[config.mk]
export PLATFORM = sky130hd
export DESIGN_NAME = pipc_mul
export DESIGN_NICKNAME = d
export VERILOG_FILES = /design/src/pipc_pkg.sv /design/src/pipc_mul.sv
export SDC_FILE = /design/constraint.sdc
export NUM_CORES = 2
export LEC_CHECK = 0
export BUFFER_PORTS_ARGS = -buffer_cell sky130_fd_sc_hd__buf_2
export CAP_MARGIN = 20
export CORE_AREA = 2 2 301 303
export DETAILED_ROUTE_END_ITERATION = 8
export DIE_AREA = 0 0 303 305
export SYNTH_ARGS = -nofsm -noshare
export SYNTH_HDL_FRONTEND = slang
export SYNTH_SLANG_ARGS = --single-unit
[constraint.sdc]
create_clock -name clk -period 7.5 [get_ports clk]
set_input_delay 0.375 -clock clk [delete_from_list [all_inputs] [get_ports clk]]
set_output_delay 0.375 -clock clk [all_outputs]
set_load 0.02 [all_outputs]
[src/pipc_pkg.sv]
// Types and constants shared by the point-in-polygon classifier.
// No dependencies.
package pipc_pkg;

  localparam int COORD_W = 31;
  localparam int DIFF_W = 32;
  localparam int PROD_W = 64;
  localparam int SUM_W = 65;
  localparam int CFG_W = 11;
  localparam int INDEX_W = 10;
  localparam int MIN_VERTICES = 3;
  localparam int MUL_STEPS = 6;

  typedef logic signed [COORD_W-1:0] coord_t;
  typedef logic signed [DIFF_W-1:0] diff_t;
  typedef logic signed [PROD_W-1:0] prod_t;
  typedef logic signed [SUM_W-1:0] sum_t;

  localparam diff_t CORNER = 32'sd1000000001;

  typedef struct packed {
    coord_t x;
    coord_t y;
  } vertex_t;

  typedef enum logic {
    CMD_WRITE = 1'b0,
    CMD_QUERY = 1'b1
  } cmd_t;

  typedef enum logic [1:0] {
    VERDICT_INSIDE = 2'd0,
    VERDICT_OUTSIDE = 2'd1,
    VERDICT_BOUNDARY = 2'd2
  } verdict_t;

  typedef enum logic [3:0] {
    ST_IDLE,
    ST_RD_LAST,
    ST_LD_LAST,
    ST_RD,
    ST_LD,
    ST_MUL,
    ST_FIN,
    ST_EVAL,
    ST_DONE
  } pipc_state_t;

  // True when (ax, ay) is at or after (bx, by) in x-then-y order.
  function automatic logic lex_ge(coord_t ax, coord_t ay, coord_t bx, coord_t by);
    return (ax > bx) || ((ax == bx) && (ay >= by));
  endfunction

endpackage

[src/pipc_mul.sv]
// Shared signed 32 x 32 multiplier with a registered product.
// Depends on pipc_pkg.
module pipc_mul (
  input logic clk,
  input pipc_pkg::diff_t op_a,
  input pipc_pkg::diff_t op_b,
  output pipc_pkg::prod_t prod
);
  import pipc_pkg::*;

  always_ff @(posedge clk) begin
    prod <= PROD_W'(op_a) * PROD_W'(op_b);
  end

endmodule

==> flow_summary.yaml <==
worst_hold_path:
  hold_path_class: "primary input to flop"
floorplan:
  initial_core_util_pct: 41.7
  ios: 129
  die_y_um: 305
  die_w_um: 303
  die_area_um2: 92400
  placementRows: 110
  core_area_um2: 89300
drt:
  routed_wl_um: 100000
  drt_drc_violations_left: 8
  drtIter0Drc: 1328
  vias: 26400
  detail_route.wl_per_cell_um: 18.3
  ant_nets: 0
  drtPass1Iterations: 9
  routed_via_density: 4.82
status:
  outcome: "finished with violations"
  violations: "design-rule violations"
clock_tree:
  cts.clk_slew.worst_paths_ns: 0.07
  tritoncts: "done"
  numCtsBuffers: 9
  ctsLongestPathBuffers: 2
  cts-root-buf: "clkbuf_16"
  cts_hold_buf: 0
  htree_levels: 3
  clock_sinks: 64
synth:
  yosysMostFrequentCell: "fa_1"
  syn_avg_cell_area_um2: 9.59
  synth_top_cell_by_area: "fa_1"
  synth_edf_count: 0
  synth-seq-area-share_pct: 3.44
  synth_fp_nets: 5215
  synth_top_area_share_pct: 58.2
  yosys_warnings: 0
  async_reset_ff_share_pct: 0
  synth_common_cells: "fa_1, inv_1, and2_1"
  yosys_most_used_dff: "dfxtp_1"
  ys_seq_elements: 64
  synth.distinct_cells: 63
  synth_cells: 3884
  netlist_area_um2: 37200
  synth_area_leaders: "fa_1, inv_1, and2_1"
global_route:
  grtUsageTotal_pct: 23.1
  grt-ovfl-total: 0
  grt_pass1_wl_um: 162000
  grt_max_degree: 26
  antenna_found_initial: 6
  grt_pass1_vias: 29200
critical_path:
  crit_family: "adder cells"
  path_class: "primary input to flop"
  cp_slowest_cell: "fa_2"
  endpoint: "prod[62]"
  path_depth: 27
  worst_setup_path_end_kind: "flop"
  crit_fanout: 6
  cp-start-kind: "primary input"
  required_ns: 7.85
  startpoint: "op_a[31]"
  cpPeakStageDelay_ns: 0.60
  worst-path-buf-inv: 9
  timing.critical_path.mode_cell: "fa_1"
  cp.arrival_ns: 7.65
cells_and_area:
  largest_register: "prod"
  top_regs: "prod x64"
  largest_reg_flops: 64
  nets: 5626
  drive_gt1_share_pct: 16.1
  syn_to_final_growth_pct: 16.8
place:
  hpwl_um: 89100
  port_buffers: 128
  dp_slack_ns: -0.700
  gp_congestion: 0.868
sta:
  maxSlewHeadroom_pct: 58.6
  tightest_slew_ns: 0.619
  finalMaxSlewViolations: 0
  rsz0062_at_grt: "yes"
  setup_viol: 0
  hold_violations: 0
  period_needed_ns: 7.29
  max_freq_mhz: 137
  finalCritPeriodShare_pct: 97.2
  layout_setup_ws_ns: 0.206
flow_run:
  max_cap_violations: 0
==> area by class of cell <==
class                   instances  area [µm²]
fillers                      8401       45800
multi-input cells            2668       32000
repair buffers                600        4900
inverters                     952        3580
well taps                    1176        1470
flip-flops and latches         64        1280
clock buffers                  12         246
clock inverters                 3        42.5
diodes                          2        5.00
==> placed cells by master, fill, tap and decap left out, types with 5 or more instances in the layout <==
master	netlist	layout
dfxtp_1	64	64
and3_1	7	5
buf_4	0	425
nand2b_1	9	8
xnor2_1	53	53
nand3_1	15	14
and2_1	516	513
ha_4	0	8
buf_6	0	19
a21o_1	23	23
buf_12	0	41
clkbuf_4	0	18
clkbuf_16	0	11
a31oi_1	12	10
buf_2	3	94
nand4_1	7	7
o21ai_1	1	8
fa_2	0	10
o21bai_1	15	14
inv_1	952	949
nand2_1	511	509
fa_1	1082	1072
a21oi_2	0	9
nor2_1	42	42
ha_1	184	176
a21oi_1	68	59
o21ai_0	28	21
xor2_1	22	22
==> routing by layer <==
layer | track usage (%) | vias to the layer above | share of wire (%)
met2 | 40.4 | 551 | 52
met5 | 0 | - | 0.023
met4 | 7.42 | 4 | 3.4
met1 | 29.7 | 13800 | 41
li1 | - | 11900 | -
met3 | 2.75 | 130 | 3.7
==> cells by family after synthesis <==
| group | after synthesis | share of synthesized area, % |
|---|---|---|
| AOI/OAI and AO/OA | 193 | 3.46 |
| and+or+nand+nor | 1134 | 15.4 |
| adders and majority gates | 1266 | 64.3 |
| DFF | 64 | 3.44 |
| xor gates and xnor gates | 75 | 1.76 |
| buffers and inverters | 1152 | 11.6 |
==> stage by stage <==
stage / instances / instance area, µm² / TNS (ns) / hold WS [ns] / utilization [%]
finish: 5477 / 43500 / 0 / 0.386 / 48.7
global route: 5477 / 43500 / -0.0515 / 0.400 / 48.7
CTS: 5462 / 42900 / -0.0396 / 0.372 / 48.0
detailed placement: 5446 / 42500 / -9.91 / 0.791 / 47.6
global placement: 5446 / 42500 / -8.87 / 0.791 / 47.6
floorplan: 3884 / 37200 / 0 / 0.502 / -
==> repair_timing <==
action                                  in CTS  in global routing
endpoints found under the setup margin       9                 18
pin swaps                                    5                 41
gates cloned                                 0                  2
setup buffers                                1                 11
gates resized for setup                     14                123
hold endpoints to repair                     0                  0
==> worst min-delay path by stage <==
stage                     endpoint  depth (start not counted)  slack, ns     start
after floorplan            prod[0]                          1       0.50   op_b[0]
after global placement    prod[15]                          1       0.79  prod[15]
after detailed placement  prod[44]                          1       0.79  prod[44]
after CTS                  prod[0]                          2       0.37   op_a[0]
after global routing       prod[0]                          2       0.40   op_a[0]
final                      prod[0]                          2       0.39   op_a[0]
Power is left out: the tool's default activity adds up to more than one toggle a clock period on the data nets, which glitch-free logic cannot reach.
